File: src/hw/rtl/crsa_pkg.sv
// ----------------------------------------------------------------------------
// crsa_pkg
// Shared types, constants and helpers for the classifier rank statistics
// accumulator.
// ----------------------------------------------------------------------------
`timescale 1ns / 1ps

package crsa_pkg;

  // class and field geometry
  localparam int NUM_CLASSES_DEF = 6;
  localparam int SCORE_FIELDS    = 6;
  localparam int SCORE_W         = 16;
  localparam int LOSS_W          = 16;
  localparam int SQ_W            = 2 * LOSS_W;
  localparam int IDX_W           = 3;
  localparam int CNT_W           = 32;
  localparam int SUM_W           = 48;
  localparam int SUMSQ_W         = 64;
  localparam int CELL_ADDR_W     = $clog2(SCORE_FIELDS * SCORE_FIELDS);

  // stream word widths
  localparam int IN_DATA_W  = 120;
  localparam int OUT_DATA_W = 248;

  // command codes
  typedef enum logic {
    CMD_RECORD = 1'b0,
    CMD_READ   = 1'b1
  } cmd_t;

  typedef logic [SCORE_FIELDS-1:0][SCORE_W-1:0] score_vec_t;

  // running statistics
  typedef struct packed {
    logic [CNT_W-1:0]   tests;
    logic [CNT_W-1:0]   hits;
    logic [LOSS_W-1:0]  min_loss;
    logic [LOSS_W-1:0]  max_loss;
    logic [SUM_W-1:0]   sum_loss;
    logic [SUMSQ_W-1:0] sum_sq;
  } stats_t;

  // counter store access for one pipeline advance
  typedef struct packed {
    logic                   rd_en;
    logic [CELL_ADDR_W-1:0] rd_addr;
    logic                   wr_en;
    logic [CELL_ADDR_W-1:0] wr_addr;
    logic [CNT_W-1:0]       wr_data;
  } store_req_t;

  // number of classes that take part in the compare
  function automatic int active_classes(input int n);
    int a;
    a = (n > SCORE_FIELDS) ? SCORE_FIELDS : n;
    if (a < 1) a = 1;
    return a;
  endfunction

endpackage

File: src/hw/rtl/classifier_rank_stats_accumulator_top.sv
// ----------------------------------------------------------------------------
// classifier_rank_stats_accumulator_top
// Records classifier tests (prediction, label rank, loss statistics) and
// reads rank-by-label counter cells.
// ----------------------------------------------------------------------------
// pipeline: an accepted word passes the input and result register stages
// throughput: one word per cycle while m_tready is high; the counter
//   read-modify-write spans the two stages via a bypass on the memory port
// reset: clears statistics and the per-cell valid flags, so the
//   counter memory reads zero without a clearing pass
`timescale 1ns / 1ps

module classifier_rank_stats_accumulator_top
  import crsa_pkg::*;
#(
  parameter int NUM_CLASSES = NUM_CLASSES_DEF
) (
  input  logic                  clk,
  input  logic                  rst,
  // slave side
  input  logic                  s_tvalid,
  output logic                  s_tready,
  // score_0..score_5 [95:0], loss [111:96], label [114:112],
  // rank_select [117:115], zero pad
  input  logic [IN_DATA_W-1:0]  s_tdata,
  // command [0]
  input  logic                  s_tuser,
  // master side
  output logic                  m_tvalid,
  input  logic                  m_tready,
  // classified [2:0], rank [5:3], correct [6], tests_done [38:7],
  // correct_total [70:39], min_loss [86:71], max_loss [102:87],
  // sum_loss [150:103], sum_loss_squared [214:151], cell_count [246:215],
  // zero pad
  output logic [OUT_DATA_W-1:0] m_tdata
);

  localparam int Active = active_classes(NUM_CLASSES);

  // input register stage
  logic              s1_valid;
  cmd_t              s1_cmd;
  score_vec_t        s1_scores;
  logic [LOSS_W-1:0] s1_loss;
  logic [SQ_W-1:0]   s1_sq;
  logic [IDX_W-1:0]  s1_label;
  logic [IDX_W-1:0]  s1_row;

  // result register stage
  logic              s2_valid;
  logic [IDX_W-1:0]  s2_classified;
  logic [IDX_W-1:0]  s2_rank;
  logic              s2_correct;
  logic              s2_write;
  logic              s2_read_ok;
  logic [CELL_ADDR_W-1:0] s2_addr;

  logic              advance;
  logic              in_word;
  logic [LOSS_W-1:0] in_loss;
  logic [IDX_W-1:0]  classified;
  logic [IDX_W-1:0]  rank;
  logic              is_record;
  logic              label_ok;
  logic              do_write;
  logic              do_read;
  logic              hit;
  logic [IDX_W-1:0]  cell_row;
  logic [CELL_ADDR_W-1:0] cell_addr;
  logic [CNT_W-1:0]  rd_data;
  logic [CNT_W-1:0]  cell_next;
  logic [CNT_W-1:0]  cell_count;
  store_req_t        store_req;
  stats_t            stats;

  // pipeline handshake
  assign advance  = !s2_valid || m_tready;
  assign s_tready = !s1_valid || advance;
  assign in_word  = s_tvalid && s_tready;
  assign in_loss  = s_tdata[6*SCORE_W +: LOSS_W];

  always_ff @(posedge clk) begin
    if (rst) begin
      s1_valid <= 1'b0;
    end else if (s_tready) begin
      s1_valid <= s_tvalid;
    end
  end

  // input capture, loss squared here to keep the sum path short
  always_ff @(posedge clk) begin
    if (in_word) begin
      s1_cmd    <= cmd_t'(s_tuser);
      s1_scores <= s_tdata[SCORE_FIELDS*SCORE_W-1:0];
      s1_loss   <= in_loss;
      s1_sq     <= {{LOSS_W{1'b0}}, in_loss} * {{LOSS_W{1'b0}}, in_loss};
      s1_label  <= s_tdata[112 +: IDX_W];
      s1_row    <= s_tdata[115 +: IDX_W];
    end
  end

  crsa_rank_unit #(
    .NUM_CLASSES(NUM_CLASSES)
  ) u_rank (
    .scores    (s1_scores),
    .label     (s1_label),
    .classified(classified),
    .rank      (rank)
  );

  // decode of the word in the input stage
  assign is_record = (s1_cmd == CMD_RECORD);
  assign label_ok  = (32'(s1_label) < 32'(Active));
  assign do_write  = s1_valid && is_record && label_ok;
  assign do_read   = s1_valid && !is_record && label_ok && (32'(s1_row) < 32'(Active));
  assign hit       = (classified == s1_label);
  assign cell_row  = is_record ? rank : s1_row;
  assign cell_addr = CELL_ADDR_W'(32'(cell_row) * Active + 32'(s1_label));

  // result stage
  always_ff @(posedge clk) begin
    if (rst) begin
      s2_valid   <= 1'b0;
      s2_write   <= 1'b0;
      s2_read_ok <= 1'b0;
    end else if (advance) begin
      s2_valid   <= s1_valid;
      s2_write   <= do_write;
      s2_read_ok <= do_read;
    end
  end

  always_ff @(posedge clk) begin
    if (advance) begin
      s2_classified <= is_record ? classified : '0;
      s2_rank       <= do_write ? rank : '0;
      s2_correct    <= do_write && hit;
      s2_addr       <= cell_addr;
    end
  end

  // counter store: the leaving word writes, the entering word reads
  assign cell_next = (rd_data == '1) ? rd_data : rd_data + CNT_W'(1);

  always_comb begin
    store_req.rd_en   = advance && (do_write || do_read);
    store_req.rd_addr = cell_addr;
    store_req.wr_en   = advance && s2_valid && s2_write;
    store_req.wr_addr = s2_addr;
    store_req.wr_data = cell_next;
  end

  crsa_count_store #(
    .NUM_CLASSES(NUM_CLASSES)
  ) u_store (
    .clk    (clk),
    .rst    (rst),
    .req    (store_req),
    .rd_data(rd_data)
  );

  crsa_loss_stats u_stats (
    .clk    (clk),
    .rst    (rst),
    .update (advance && do_write),
    .hit    (hit),
    .loss   (s1_loss),
    .loss_sq(s1_sq),
    .stats  (stats)
  );

  // output word
  assign cell_count = s2_write ? cell_next : (s2_read_ok ? rd_data : '0);
  assign m_tvalid   = s2_valid;
  assign m_tdata    = {1'b0, cell_count, stats.sum_sq, stats.sum_loss,
                       stats.max_loss, stats.min_loss, stats.hits, stats.tests,
                       s2_correct, s2_rank, s2_classified};

  // checks
  a_ready_when_drained: assert property (@(posedge clk) disable iff (rst)
    !s2_valid |-> s_tready) else $error("input stalled with empty result stage");

  a_tests_monotonic: assert property (@(posedge clk) disable iff (rst)
    !$past(rst) |-> stats.tests >= $past(stats.tests))
    else $error("test count went down");

  a_hits_bounded: assert property (@(posedge clk) disable iff (rst)
    stats.hits <= stats.tests) else $error("correct count above test count");

  a_loss_order: assert property (@(posedge clk) disable iff (rst)
    stats.tests != '0 |-> stats.min_loss <= stats.max_loss)
    else $error("minimum loss above maximum loss");

endmodule

File: src/hw/rtl/crsa_rank_unit.sv
// ----------------------------------------------------------------------------
// crsa_rank_unit
// Finds the first maximum score and the rank of the label's score, using
// independent pairwise compares.
// ----------------------------------------------------------------------------
`timescale 1ns / 1ps

module crsa_rank_unit
  import crsa_pkg::*;
#(
  parameter int NUM_CLASSES = NUM_CLASSES_DEF
) (
  input  score_vec_t       scores,
  input  logic [IDX_W-1:0] label,
  output logic [IDX_W-1:0] classified,
  output logic [IDX_W-1:0] rank
);

  localparam int Active = active_classes(NUM_CLASSES);

  logic signed [SCORE_W-1:0] label_score;
  logic [Active-1:0]         is_max;

  // score of the labeled class
  always_comb begin
    label_score = '0;
    for (int i = 0; i < Active; i++) begin
      if (label == IDX_W'(i)) label_score = $signed(scores[i]);
    end
  end

  // first maximum: strictly above all lower indices, not below higher ones
  always_comb begin
    for (int i = 0; i < Active; i++) begin
      is_max[i] = 1'b1;
      for (int j = 0; j < Active; j++) begin
        if (j < i && !($signed(scores[i]) > $signed(scores[j]))) is_max[i] = 1'b0;
        if (j > i && !($signed(scores[i]) >= $signed(scores[j]))) is_max[i] = 1'b0;
      end
    end
  end

  always_comb begin
    classified = '0;
    for (int i = 0; i < Active; i++) begin
      if (is_max[i]) classified = IDX_W'(i);
    end
  end

  // rank: higher scores plus ties at lower indices
  always_comb begin
    rank = '0;
    for (int i = 0; i < Active; i++) begin
      if ($signed(scores[i]) > label_score ||
          ($signed(scores[i]) == label_score && IDX_W'(i) < label)) begin
        rank = rank + IDX_W'(1);
      end
    end
  end

endmodule

File: src/hw/rtl/crsa_count_store.sv
// ----------------------------------------------------------------------------
// crsa_count_store
// Rank-by-label counter memory with per-cell valid flags, registered read
// data and a bypass for a write to the cell read in the same cycle.
// ----------------------------------------------------------------------------
`timescale 1ns / 1ps

module crsa_count_store
  import crsa_pkg::*;
#(
  parameter int NUM_CLASSES = NUM_CLASSES_DEF
) (
  input  logic             clk,
  input  logic             rst,
  input  store_req_t       req,
  output logic [CNT_W-1:0] rd_data
);

  localparam int Active = active_classes(NUM_CLASSES);
  localparam int Depth  = Active * Active;
  localparam int AW     = $clog2(Depth);

  logic [CNT_W-1:0] mem [Depth];
  logic [Depth-1:0] cell_valid;
  logic [CNT_W-1:0] mem_q;
  logic             hit_q;
  logic             byp_q;
  logic [CNT_W-1:0] byp_data_q;
  logic [AW-1:0]    rd_idx;
  logic [AW-1:0]    wr_idx;

  assign rd_idx = req.rd_addr[AW-1:0];
  assign wr_idx = req.wr_addr[AW-1:0];

  // memory write
  always_ff @(posedge clk) begin
    if (req.wr_en) mem[wr_idx] <= req.wr_data;
  end

  // valid flags, cleared at reset so unwritten cells read zero
  always_ff @(posedge clk) begin
    if (rst) begin
      cell_valid <= '0;
    end else if (req.wr_en) begin
      cell_valid[wr_idx] <= 1'b1;
    end
  end

  // registered read with same-cell bypass
  always_ff @(posedge clk) begin
    if (rst) begin
      hit_q <= 1'b0;
      byp_q <= 1'b0;
    end else if (req.rd_en) begin
      hit_q <= cell_valid[rd_idx];
      byp_q <= req.wr_en && (wr_idx == rd_idx);
    end
  end

  always_ff @(posedge clk) begin
    if (req.rd_en) begin
      mem_q      <= mem[rd_idx];
      byp_data_q <= req.wr_data;
    end
  end

  assign rd_data = byp_q ? byp_data_q : (hit_q ? mem_q : '0);

endmodule

File: src/hw/rtl/crsa_loss_stats.sv
// ----------------------------------------------------------------------------
// crsa_loss_stats
// Saturating test and hit counters, loss extremes and saturating sums of
// losses and squared losses.
// ----------------------------------------------------------------------------
`timescale 1ns / 1ps

module crsa_loss_stats
  import crsa_pkg::*;
(
  input  logic              clk,
  input  logic              rst,
  input  logic              update,
  input  logic              hit,
  input  logic [LOSS_W-1:0] loss,
  input  logic [SQ_W-1:0]   loss_sq,
  output stats_t            stats
);

  stats_t          stats_next;
  logic [SUM_W:0]   sum_wide;
  logic [SUMSQ_W:0] sq_wide;

  // saturating updates
  always_comb begin
    sum_wide = {1'b0, stats.sum_loss} + (SUM_W + 1)'(loss);
    sq_wide  = {1'b0, stats.sum_sq} + (SUMSQ_W + 1)'(loss_sq);

    stats_next = stats;
    if (stats.tests != '1) stats_next.tests = stats.tests + CNT_W'(1);
    if (hit && stats.hits != '1) stats_next.hits = stats.hits + CNT_W'(1);
    if (loss < stats.min_loss) stats_next.min_loss = loss;
    if (loss > stats.max_loss) stats_next.max_loss = loss;
    stats_next.sum_loss = sum_wide[SUM_W] ? '1 : sum_wide[SUM_W-1:0];
    stats_next.sum_sq   = sq_wide[SUMSQ_W] ? '1 : sq_wide[SUMSQ_W-1:0];
  end

  always_ff @(posedge clk) begin
    if (rst) begin
      stats.tests    <= '0;
      stats.hits     <= '0;
      stats.min_loss <= '1;
      stats.max_loss <= '0;
      stats.sum_loss <= '0;
      stats.sum_sq   <= '0;
    end else if (update) begin
      stats <= stats_next;
    end
  end

endmodule

File: config.mk
export PLATFORM = sky130hd
export DESIGN_NAME = classifier_rank_stats_accumulator_top
export DESIGN_NICKNAME = d
export VERILOG_FILES = /design/src/hw/rtl/crsa_pkg.sv /design/src/hw/rtl/classifier_rank_stats_accumulator_top.sv /design/src/hw/rtl/crsa_rank_unit.sv /design/src/hw/rtl/crsa_count_store.sv /design/src/hw/rtl/crsa_loss_stats.sv
export SDC_FILE = /design/constraint.sdc
export NUM_CORES = 2
export LEC_CHECK = 0
export BUFFER_PORTS_ARGS = -buffer_cell sky130_fd_sc_hd__buf_4
export CAP_MARGIN = 20
export CORE_UTILIZATION = 50
export DETAILED_ROUTE_END_ITERATION = 7
export GPL_TIMING_DRIVEN = 1
export PLACE_DENSITY = 0.69
export REMOVE_ABC_BUFFERS = 1
export SLEW_MARGIN = 15
export SYNTH_ARGS = -nofsm -noshare
export SYNTH_HDL_FRONTEND = slang
export SYNTH_SLANG_ARGS = --single-unit
File: constraint.sdc
create_clock -name clk -period 10.3 [get_ports clk]
set_clock_uncertainty 0.2 [all_clocks]
set_input_delay 1.03 -clock clk [delete_from_list [all_inputs] [get_ports clk]]
set_output_delay 1.03 -clock clk [all_outputs]
set_load 0.005 [all_outputs]
==> impl_metrics.csv <==
group,metric,value,unit
sta,rsz0062_at_grt,"false",
sta,slew_viol_final,0,
yosys,synth_edf_count,1378,
worst_setup_path,critPathRequiredTime,10.62,ns
sta,hold_viol,0,
floorplanning,ios,375,
worst_setup_path,worst-path-max-fanout,21,
floorplanning,die-area,165000,sq um
worst_setup_path,rr_startpoint,"s1_label[0]$_DFFE_PP_",
cells_and_area,nNetsFinal,7028,
cells_and_area,drive_above_1_share,0.195,
global_routing,antenna_found_initial,7,
worst_setup_path,reg2reg_to,"u_store.mem_q[18]$_DFFE_PP_",
worst_setup_path,cpMostUsedCell,"ha_1",
pwr,power.leakage,35.1,nW
status,run_status,"finished clean",
yosys,syn-mean-instance-area,14.2,sq um
global_routing,grt_first_pass_wirelength,329,mm
clock_tree,cts_tree,"yes",
yosys,syn_area,81600,sq um
yosys,yosysUniqueCellTypes,85,
job,maxCapViolations,0,
drt,dr.pass1.iters,5,
pwr,switching_power,0.00825,W
sta,setup_viol,0,
clock_tree,cts_max_level,4,
global_routing,grtUsageTotal,0.269,
worst_hold_path,hp-class,"primary input to register",
pwr,clock_power_share,0.248,
clock_tree,cts.sinks,1628,
cells_and_area,final_area,93300,sq um
cells_and_area,syn_to_final_growth,14.4,%
yosys,yosysSeqAreaShare,0.569,
drt,vias,51900,
placement,dpl.cell_count,8200,
worst_hold_path,hold_depth,1,
placement,dp.final_hpwl,145,mm
drt,drc,0,
cells_and_area,n_fill_cell,12500,
worst_setup_path,startpoint_type,"register",
global_routing,grt-ovfl-total,0,
drt,ant_nets,0,
worst_setup_path,critical_path_class,"register to register",
clock_tree,path_clk_slew,0.06,ns
yosys,syn_inst,5750,
worst_setup_path,arrival,9.38,ns
worst_setup_path,r2r_slack,1.24,ns
floorplanning,start_util,0.506,
clock_tree,clockRootBuffer,"clkbuf_16",
worst_hold_path,whs_endpoint,"s1_scores[50]$_DFFE_PP_",
placement,placed_cell_area,87900,sq um
yosys,ys_ff_latch,1628,
drt,avgViaCountPerCell,6.10,
pwr,intPower,0.0155,W
clock_tree,clk_latency,0.82,ns
cells_and_area,final_core_util,0.579,
drt,drt_wl_total,222,mm
pwr,power_frac_comb,0.418,
floorplanning,fp-row-count,147,
pwr,seq_power_share,0.334,
sta,maxSlewHeadroom,0.259,
floorplanning,dieWidth,406,microns
global_routing,grt_max_degree,76,
drt,drt_iter0_markers,5099,
yosys,ys_warn_count,0,
yosys,async_reset_ff_frac,0,
sta,period_share,0.880,
clock_tree,cts_buffers,165,
worst_setup_path,reg2regPathDepth,30,
sta,min_period,9.06,ns
worst_setup_path,crit_path_start,"s1_label[0]$_DFFE_PP_",
yosys,ys.flop_type,"edfxtp_1",
worst_setup_path,critPathMaxStageDelay,0.64,ns
pwr,pwr_density_cell,254,nW/um^2
placement,portBuffers,371,
floorplanning,die_y,406,microns
drt,wire_per_inst,26.1,microns
worst_setup_path,end_kind,"register",
clock_tree,postCtsSetupRepairBufs,0,
worst_hold_path,min-delay-start,"s_tdata[50]",
pwr,ir_drop,0.316,mV
placement,place.gp.congestion,0.991,
global_routing,grt_pass1_vias,51700,
worst_setup_path,cp_slowest_cell,"xor2_4",
cells_and_area,stdcell_count,8506,
sta,worstMarginPinSlew,1.08,ns
clock_tree,cts_hold_buf,0,
sta,fmaxAchievable,0.110,GHz
clock_tree,clk_path_buf_depth,3,
pwr,switching_share,0.348,
floorplanning,core_area,161000,sq um
clock_tree,cts-resized-gates,0,
[worst max path at each step]
stage / end / slack, ns / cells after the start
6_report: u_store.mem_q[18]$_DFFE_PP_ / 1.24 / 30
4_1_cts: u_store.mem_q[2]$_DFFE_PP_ / 0.79 / 29
3_3_place_gp: u_store.mem_q[18]$_DFFE_PP_ / 0.84 / 29
3_5_place_dp: u_store.mem_q[2]$_DFFE_PP_ / 0.80 / 29
2_1_floorplan: u_store.hit_q$_SDFFE_PP0P_ / -15.00 / 32
5_1_grt: u_store.mem_q[5]$_DFFE_PP_ / 0.45 / 30
[critical path, delay by kind of cell, from the launching register on]
family,cells,cell delay (ns)
and+or+nand+nor,9,1.10
buffers and inverters,3,0.65
muxes,4,1.54
AOI/OAI and AO/OA,7,1.90
adders and majority gates,5,1.79
xor gates and xnor gates,2,0.99
DFF,1,0.56
[logic make-up after synthesis]
group,Yosys count,share of synthesized area
flip-flops,1628,0.569
AND/OR/NAND/NOR,1342,0.0816
AO/OA/AOI/OAI,871,0.0700
adder cells (fa/ha/maj),694,0.122
buffers and inverters,615,0.0287
multiplexers,412,0.109
XOR/XNOR,187,0.0202
other,1,0.0000460
[per-layer routing]
layer / share of wire / vias to the layer above / global-route usage
li1: - / 23000 / -
met1: 0.41 / 26300 / 0.366
met2: 0.47 / 2154 / 0.429
met3: 0.079 / 458 / 0.0487
met4: 0.041 / 4 / 0.110
met5: 0.00012 / - / 0
[registers in the layout, indices dropped and copies added (netlist names)]
| signal | count |
|---|---|
| m_tvalid | 1 |
| u_store.mem | 1152 |
| s2_correct | 1 |
| u_store.byp_data_q | 32 |
| s1_row | 3 |
| s1_cmd | 1 |
| u_store.mem_q | 32 |
| s2_read_ok | 1 |
| s2_addr | 6 |
| s2_classified | 3 |
| u_store.hit_q | 1 |
| u_store.byp_q | 1 |
| s1_valid | 1 |
| u_stats.stats | 208 |
| s1_sq | 30 |
| s1_label | 3 |
| s2_rank | 3 |
| u_store.cell_valid | 36 |
| s1_loss | 16 |
| s2_write | 1 |
| s1_scores | 96 |
[cells in the final DEF (no fill, tap or decap), types with 119 or more instances in the layout]
master     count
ha_1         526
buf_4        498
edfxtp_1    1378
inv_1        393
dfxtp_1      248
clkbuf_16    166
o21ai_0      166
nand4_1      119
nand2_1      337
mux4_2       379
fa_1         166
nor2_1       310
a21oi_1      219
[power groups by stage]
stage	sequential (W)	combinational [W]	clock, W
final	0.00790	0.00991	0.00589
after global routing	0.00791	0.0108	0.00623
after CTS	0.00790	0.0100	0.00599
after detailed placement	0.00803	0.00994	0
after global placement	0.00804	0.00979	0
after floorplan	0.00797	0.00692	0
[cells in the mapped netlist (77+ instances only)]
cell | count | area [sq um]
xnor2_1 | 105 | 920
and2_1 | 78 | 488
edfxtp_1 | 1378 | 41400
nand4_1 | 119 | 744
xor2_1 | 81 | 709
fa_1 | 167 | 3340
nand3_1 | 103 | 515
nand2_1 | 337 | 1260
o21ai_0 | 166 | 831
a21oi_1 | 220 | 1100
a21o_1 | 77 | 578
inv_1 | 394 | 1480
a211oi_1 | 83 | 623
mux4_2 | 379 | 8540
ha_1 | 527 | 6590
dfxtp_1 | 250 | 5000
clkbuf_1 | 169 | 634
nor2_1 | 347 | 1300
[layout make-up]
type / count / area, sq um / area share
Sequential cell: 1628 / 46400 / 0.497
Multi-Input combinational cell: 3507 / 33400 / 0.358
Clock buffer: 225 / 4440 / 0.0475
Timing Repair Buffer: 510 / 3970 / 0.0426
Tap cell: 2160 / 2700 / 0.0290
Inverter: 397 / 1490 / 0.0160
Clock inverter: 75 / 888 / 0.00952
Antenna cell: 4 / 10.0 / 0.000107
[metrics by stage]
stage	total power [W]	hold WS [ns]	setup WS, ns	setup TNS, ns
2_1_floorplan	0.0149	0.235	-15.00	-721.69
3_3_place_gp	0.0178	0.242	0.840	0
3_5_place_dp	0.0180	0.253	0.802	0
4_1_cts	0.0239	0.143	0.793	0
5_1_grt	0.0249	0.159	0.450	0
6_report	0.0237	0.207	1.24	0
Power figures use the tool's default switching activity.
